## src/rtl/lsr_pkg.sv

```systemverilog
package lsr_pkg;

    // Default largest grid side; sizes the line memory.
    localparam int MAX_GRID_DEF = 32;

    localparam int U_W     = 24;  // signed Q8.16 value
    localparam int DU_W    = 24;  // signed Q8.16 derivative
    localparam int COEFF_W = 24;  // unsigned Q16.8
    localparam int GRID_W  = 6;
    localparam int RES_W   = 32;  // signed Q16.16

    // Four neighbors minus four times the center, exact.
    localparam int LAP_W  = U_W + 3;
    // lap times coeff (coeff zero-extended to signed).
    localparam int PROD_W = LAP_W + COEFF_W + 1;
    // du minus the rounded product, before saturation.
    localparam int DIFF_W = PROD_W - 7;

    localparam int PADDR_W = 3;
    localparam int PDATA_W = 32;

    localparam logic [GRID_W-1:0]  GRID_MIN  = 6'd3;
    localparam logic [GRID_W-1:0]  GRID_RST  = 6'd10;
    localparam logic [COEFF_W-1:0] COEFF_RST = 24'd20736;

    // One line memory entry per column: newest row and the row before it.
    typedef struct packed {
        logic signed [U_W-1:0]  u1;
        logic signed [DU_W-1:0] d1;
        logic signed [U_W-1:0]  u2;
    } line_t;

    // Result request from the sequencer to the arithmetic pipeline.
    typedef struct packed {
        logic                    interior;
        logic                    last;
        logic signed [U_W-1:0]   value;
        logic signed [DU_W-1:0]  deriv;
        logic signed [LAP_W-1:0] lap;
    } req_t;

endpackage

```

## src/rtl/lsr_line_mem.sv

```systemverilog
module lsr_line_mem #(
    parameter int DEPTH = lsr_pkg::MAX_GRID_DEF
) (
    input  logic                       clk,
    input  logic                       we,
    input  logic [$clog2(DEPTH)-1:0]   waddr,
    input  lsr_pkg::line_t             wdata,
    input  logic [$clog2(DEPTH)-1:0]   raddr,
    output lsr_pkg::line_t             rdata
);

    lsr_pkg::line_t store [DEPTH];
    lsr_pkg::line_t rdata_reg;

    always_ff @(posedge clk)
    begin
        if (we)
        begin
            store[waddr] <= wdata;
        end
    end

    always_ff @(posedge clk)
    begin
        rdata_reg <= store[raddr];
    end

    assign rdata = rdata_reg;

endmodule

```

## src/rtl/lsr_front.sv

```systemverilog
module lsr_front #(
    parameter int MAX_GRID = lsr_pkg::MAX_GRID_DEF
) (
    input  logic                               clk,
    input  logic                               rst_n,
    input  logic [lsr_pkg::GRID_W-1:0]         grid_size,
    input  logic                               s_valid,
    output logic                               s_ready,
    input  logic signed [lsr_pkg::U_W-1:0]     s_u,
    input  logic signed [lsr_pkg::DU_W-1:0]    s_du,
    input  logic                               s_last,
    output logic                               req_valid,
    input  logic                               req_ready,
    output lsr_pkg::req_t                      req
);

    localparam int AW = $clog2(MAX_GRID);
    localparam int NW = $clog2(MAX_GRID + 1);
    localparam int CW = $clog2(MAX_GRID + 2);

    typedef enum logic {RUN, FLUSH} state_t;

    state_t          state_reg, state_next;
    logic [AW-1:0]   col_reg, col_next;
    logic [AW-1:0]   row_reg, row_next;
    logic [AW-1:0]   walk_reg, walk_next;
    logic [CW-1:0]   cnt_reg, cnt_next;
    logic            has_a_reg, has_a_next;

    logic signed [lsr_pkg::U_W-1:0]  mid1_reg, mid1_next;
    logic signed [lsr_pkg::U_W-1:0]  mid2_reg, mid2_next;
    logic signed [lsr_pkg::U_W-1:0]  up_reg, up_next;
    logic signed [lsr_pkg::U_W-1:0]  down_reg, down_next;
    logic signed [lsr_pkg::DU_W-1:0] dmid_reg, dmid_next;
    logic signed [lsr_pkg::U_W-1:0]  a_cap_reg, a_cap_next;
    logic signed [lsr_pkg::U_W-1:0]  u_cap_reg, u_cap_next;

    logic [NW-1:0]   n;
    logic [AW-1:0]   nm1;
    logic            oob;
    logic [AW-1:0]   col_eff, row_eff, col_adv, walk_inc, walk_start;
    logic            acc, last_pos, flush, has_res, interior;
    logic signed [lsr_pkg::LAP_W-1:0] lap;

    logic            we;
    logic [AW-1:0]   rd_addr;
    lsr_pkg::line_t  rd_line, wr_line;

    // size in use, clamped
    always_comb
    begin
        if (grid_size < lsr_pkg::GRID_MIN)
        begin
            n = NW'(lsr_pkg::GRID_MIN);
        end
        else if (grid_size > lsr_pkg::GRID_W'(MAX_GRID))
        begin
            n = NW'(MAX_GRID);
        end
        else
        begin
            n = NW'(grid_size);
        end
    end

    assign nm1 = AW'(n - NW'(1));

    // stale position after a size change restarts at the origin
    assign oob     = (NW'(col_reg) >= n) || (NW'(row_reg) >= n);
    assign col_eff = oob ? '0 : col_reg;
    assign row_eff = oob ? '0 : row_reg;

    assign s_ready  = (state_reg == RUN) && req_ready;
    assign acc      = s_valid && s_ready;
    assign last_pos = (row_eff == nm1) && (col_eff == nm1);
    assign flush    = s_last || last_pos;

    // reported point is (row-1, col-1); first one once n+2 points are in
    assign has_res  = (row_eff >= AW'(2)) || ((row_eff == AW'(1)) && (col_eff != '0));
    assign interior = (row_eff >= AW'(2)) && (col_eff >= AW'(2));

    assign col_adv    = (col_eff == nm1) ? '0 : col_eff + AW'(1);
    assign walk_inc   = (walk_reg == nm1) ? '0 : walk_reg + AW'(1);
    assign walk_start = (row_eff != '0) ? col_adv : '0;

    // left = mid2, right = line read, up = last upper-row read, down = last input
    assign lap = lsr_pkg::LAP_W'(mid2_reg) + lsr_pkg::LAP_W'(rd_line.u1)
               + lsr_pkg::LAP_W'(up_reg) + lsr_pkg::LAP_W'(down_reg)
               - (lsr_pkg::LAP_W'(mid1_reg) <<< 2);

    assign wr_line.u1 = s_u;
    assign wr_line.d1 = s_du;
    assign wr_line.u2 = rd_line.u1;

    always_comb
    begin
        state_next = state_reg;
        col_next   = col_reg;
        row_next   = row_reg;
        walk_next  = walk_reg;
        cnt_next   = cnt_reg;
        has_a_next = has_a_reg;
        mid1_next  = mid1_reg;
        mid2_next  = mid2_reg;
        up_next    = up_reg;
        down_next  = down_reg;
        dmid_next  = dmid_reg;
        a_cap_next = a_cap_reg;
        u_cap_next = u_cap_reg;
        req_valid  = 1'b0;
        req        = '0;
        we         = 1'b0;
        rd_addr    = col_eff;

        unique case (state_reg)
            RUN:
            begin
                req.interior = interior;
                req.last     = !flush;
                req.value    = mid1_reg;
                req.deriv    = dmid_reg;
                req.lap      = lap;
                if (acc)
                begin
                    we        = 1'b1;
                    req_valid = has_res;
                    mid1_next = rd_line.u1;
                    mid2_next = mid1_reg;
                    up_next   = rd_line.u2;
                    down_next = s_u;
                    dmid_next = rd_line.d1;
                    if (flush)
                    begin
                        state_next = FLUSH;
                        col_next   = '0;
                        row_next   = '0;
                        walk_next  = walk_start;
                        has_a_next = (row_eff != '0);
                        cnt_next   = (row_eff != '0) ? CW'(n) + CW'(1)
                                                     : CW'(col_eff) + CW'(1);
                        a_cap_next = rd_line.u1;
                        u_cap_next = s_u;
                        rd_addr    = walk_start;
                    end
                    else
                    begin
                        col_next = col_adv;
                        row_next = (col_eff == nm1) ? row_eff + AW'(1) : row_eff;
                        rd_addr  = col_adv;
                    end
                end
            end
            FLUSH:
            begin
                // oldest first: upper-row point under the cursor, line memory, then input
                req_valid = 1'b1;
                rd_addr   = walk_reg;
                if (has_a_reg)
                begin
                    req.value = a_cap_reg;
                end
                else if (cnt_reg == CW'(1))
                begin
                    req.value = u_cap_reg;
                    req.last  = 1'b1;
                end
                else
                begin
                    req.value = rd_line.u1;
                end
                if (req_ready)
                begin
                    cnt_next = cnt_reg - CW'(1);
                    if (has_a_reg)
                    begin
                        has_a_next = 1'b0;
                    end
                    else if (cnt_reg == CW'(1))
                    begin
                        state_next = RUN;
                        rd_addr    = '0;
                    end
                    else
                    begin
                        walk_next = walk_inc;
                        rd_addr   = walk_inc;
                    end
                end
            end
        endcase
    end

    always_ff @(posedge clk or negedge rst_n)
    begin
        if (!rst_n)
        begin
            state_reg <= RUN;
            col_reg   <= '0;
            row_reg   <= '0;
            walk_reg  <= '0;
            cnt_reg   <= '0;
            has_a_reg <= 1'b0;
        end
        else
        begin
            state_reg <= state_next;
            col_reg   <= col_next;
            row_reg   <= row_next;
            walk_reg  <= walk_next;
            cnt_reg   <= cnt_next;
            has_a_reg <= has_a_next;
        end
    end

    always_ff @(posedge clk)
    begin
        mid1_reg  <= mid1_next;
        mid2_reg  <= mid2_next;
        up_reg    <= up_next;
        down_reg  <= down_next;
        dmid_reg  <= dmid_next;
        a_cap_reg <= a_cap_next;
        u_cap_reg <= u_cap_next;
    end

    lsr_line_mem #(
        .DEPTH (MAX_GRID)
    ) u_line_mem (
        .clk   (clk),
        .we    (we),
        .waddr (col_eff),
        .wdata (wr_line),
        .raddr (rd_addr),
        .rdata (rd_line)
    );

`ifndef SYNTHESIS
    a_cnt_range: assert property (@(posedge clk) disable iff (!rst_n)
        (state_reg == FLUSH) |-> ((cnt_reg != '0) && (cnt_reg <= CW'(MAX_GRID + 1))))
        else $error("flush count out of range");

    a_walk_range: assert property (@(posedge clk) disable iff (!rst_n)
        (state_reg == FLUSH) |-> (NW'(walk_reg) < n))
        else $error("flush walk beyond grid row");

    a_flush_origin: assert property (@(posedge clk) disable iff (!rst_n)
        ((state_reg == RUN) && $past(state_reg == FLUSH)) |->
        ((col_reg == '0) && (row_reg == '0)))
        else $error("frame did not restart at origin after flush");
`endif

endmodule

```

## config.mk

```make
export PLATFORM = sky130hd
export DESIGN_NAME = lsr_front
export DESIGN_NICKNAME = d
export VERILOG_FILES = /design/src/rtl/lsr_pkg.sv /design/src/rtl/lsr_line_mem.sv /design/src/rtl/lsr_front.sv
export SDC_FILE = /design/constraint.sdc
export NUM_CORES = 2
export LEC_CHECK = 0
export BUFFER_PORTS_ARGS = -buffer_cell sky130_fd_sc_hd__clkbuf_2
export CAP_MARGIN = 20
export CORE_MARGIN = 4
export CORE_UTILIZATION = 60
export DETAILED_ROUTE_END_ITERATION = 10
export PLACE_DENSITY = 0.79
export REMOVE_ABC_BUFFERS = 1
export SLEW_MARGIN = 0
export SYNTH_ARGS = -nofsm -noshare
export SYNTH_HDL_FRONTEND = slang
export SYNTH_SLANG_ARGS = --single-unit
export TNS_END_PERCENT = 30
```

## constraint.sdc

```tcl
create_clock -name clk -period 28.6 [get_ports clk]
set_clock_uncertainty 0.2 [all_clocks]
set_input_delay 2.86 -clock clk [delete_from_list [all_inputs] [get_ports clk]]
set_output_delay 2.86 -clock clk [all_outputs]
set_load 0.005 [all_outputs]
```

==> flow_metrics.py <==
metrics = {
    "cells_and_area": {
        "fin_util_pct": 66.8,
        "drive_gt1_share_pct": 9.69,
        "fillers": 11200,
        "fin_area_um2": 115000,
        "area_growth_pct": 10.4,
        "num-nets-final": 7786,
        "largest_register_ffs": 2304,
        "fin_cells": 10100,
    },
    "die": {
        "ios": 138,
        "core_um2": 172000,
        "num_rows": 152,
        "initial_core_util_pct": 60.6,
        "die_w_um": 425,
        "fp.dieH_um": 425,
        "die_area_um2": 180000,
    },
    "synth": {
        "syn_avg_cell_area_um2": 13.7,
        "synth_top_area_cell": "edfxtp_1",
        "synth_common_cells": "edfxtp_1 (2,472), nand2_1 (1,685), nand3_1 (683)",
        "yosysTopAreaCellShare_pct": 71.2,
        "yosys-top-cells-area": "edfxtp_1 (71%), nand2_1 (6.1%), nand3_1 (3.3%), a311oi_1 (2.2%), fa_1 (1.4%)",
        "synthCells": 7582,
        "async_flop_share_pct": 0.896,
        "synth-seq-cells": 2567,
        "synth.most_common_cell": "edfxtp_1",
        "synth_cell_types": 84,
        "ys.flop_type": "edfxtp_1",
        "ys_warn_count": 0,
        "synth_edf_count": 2472,
        "syn-cell-area_um2": 104000,
        "ys_seq_area_share_pct": 73.2,
    },
    "cts": {
        "cts.reportedPaths.clkPinSlew_ns": 0.06,
        "postCtsSetupBuffers": 0,
        "cts-root-buf": "clkbuf_16",
        "cts_max_level": 4,
        "cts_max_path_buffers": 3,
        "cts.sinks": 2567,
        "clock_latency_ns": 0.90,
        "cts_resized": 0,
        "cts_buffers": 237,
        "cts_hold_buf": 0,
        "cts_tree": "built",
    },
    "worst_setup_path": {
        "r2r_cells": 22,
        "cp_max_fo": 179,
        "r2r_slack_ns": 20.60,
        "worstReg2RegStart": "col_reg[4]",
        "cp.arrival_ns": 10.61,
        "critPathSlowestCell": "buf_4",
        "startpoint": "grid_size[3]",
        "crit_path_start_kind": "primary input",
        "critPathKind": "primary input to flop",
        "cp-end-kind": "flop",
        "cp.required_ns": 29.20,
        "max_stage_delay_ns": 0.87,
        "path_common_cell": "buf_4",
    },
    "drt": {
        "detail-route-antenna-nets": 0,
        "first_pass_iters": 8,
        "post-route-drc-count": 0,
        "drt_iter0_markers": 11700,
        "wl_per_cell_um": 29.3,
        "totalWireLength_um": 297000,
        "avgViaCountPerCell": 6.75,
        "vias": 68400,
    },
    "min_path": {
        "hp-class": "flop to flop",
        "whs_path_depth": 0,
        "min_from": "u_line_mem.rdata[11]",
    },
    "power_and_ir_drop": {
        "peakVddDrop_v": 0.000154,
        "p_leak_uw": 0.0386,
        "p_per_area_nw_per_um2": 121,
    },
    "place": {
        "place_inst": 9672,
        "dp_hpwl_um": 146000,
        "globalplace.congestion": 0.861,
        "placement.io_buffers": 137,
        "place_area_um2": 107000,
    },
    "timing": {
        "rsz0062_at_grt": "no",
        "holdWs_ns": 0.199,
        "hold_viol": 0,
        "tightest_slew_ns": 1.22,
        "relSlewSlack_pct": 19.0,
        "period_needed_ns": 10.01,
        "slew_viol_final": 0,
        "setup_viol": 0,
        "finalSetupTns_ns": 0,
        "max_freq_ghz": 0.0999,
        "fin_crit_sh_pct": 35.0,
    },
    "outcome": {
        "outcome": "finished clean",
    },
    "grt": {
        "grt_overflow_total": 0,
        "grt_pass1_vias": 66700,
        "grt_pass1_wl_um": 432000,
        "grt_usage_pct": 32.5,
        "grt_max_degree": 186,
        "antenna_found_initial": 9,
    },
    "flow_run": {
        "cap_viol_max_count": 0,
    },
}
-- final cells by class --
class | instances | area [µm²] | area share, %
Inverter | 125 | 477 | 0.414
Timing Repair Buffer | 303 | 2090 | 1.82
Antenna cell | 6 | 15.0 | 0.0131
Clock inverter | 113 | 1110 | 0.965
Tap cell | 2310 | 2890 | 2.51
Multi-Input combinational cell | 4367 | 25700 | 22.3
Clock buffer | 337 | 6550 | 5.69
Sequential cell | 2567 | 76300 | 66.3
-- logic make-up after synthesis --
group | synth area share, %
and+or+nand+nor | 12.6
AOI/OAI and AO/OA | 8.28
xor gates and xnor gates | 0.382
muxes | 0.952
DFF | 73.2
adders and majority gates | 2.05
buffers and inverters | 2.59
-- through the flow --
step	power [µW]	setup WS (ns)
after detailed placement	10600	17.76
after global placement	10500	17.94
after floorplan	10700	-9.97
after global routing	14500	18.00
final	13900	18.59
after CTS	13800	18.63
-- power breakdown --
group          total [µW]  switching (µW)  internal, µW  leakage, µW
clock network        3110            1370          1730      0.00375
registers            4530            78.1          4450       0.0231
logic                6240            4370          1870       0.0117
total               13900            5820          8050       0.0386
-- layout by cell type (no fill, tap or decap), types with 72 or more instances in the layout --
master / count
fa_1: 75
buf_4: 154
a21oi_1: 74
a311oi_1: 259
o21ai_0: 123
nor2_1: 196
clkbuf_16: 238
a31oi_1: 108
a211oi_1: 156
o31ai_1: 75
nand2_1: 1682
clkbuf_2: 137
clkbuf_1: 77
nand3_1: 682
nor3b_1: 132
dfxtp_1: 72
inv_1: 122
edfxtp_1: 2472
-- critical path: cells and delay by family --
| kind | cells | cell delay (ns) |
|---|---|---|
| buffers and inverters | 7 | 3.19 |
| AND/OR/NAND/NOR | 9 | 2.30 |
| AO/OA/AOI/OAI | 8 | 1.67 |
| adder cells (fa/ha/maj) | 2 | 0.51 |
-- routing by layer --
metal	vias to the layer above	wire length [µm]	track usage [%]
li1	28600	-	-
met1	33200	101000	43.3
met2	5465	135000	50.2
met3	1078	42000	7.37
met4	2	18900	18.0
met5	-	16	0
-- final timing paths --
kind,to
hold / removal,up_reg[11]
setup reg to reg,u_line_mem.rdata[25]
max in group asynchronous,state_reg
min in group asynchronous,cnt_reg[2]
setup / recovery,u_line_mem.rdata[25]
hold reg to reg,up_reg[11]
No activity file was read; power rests on OpenSTA's default activity.
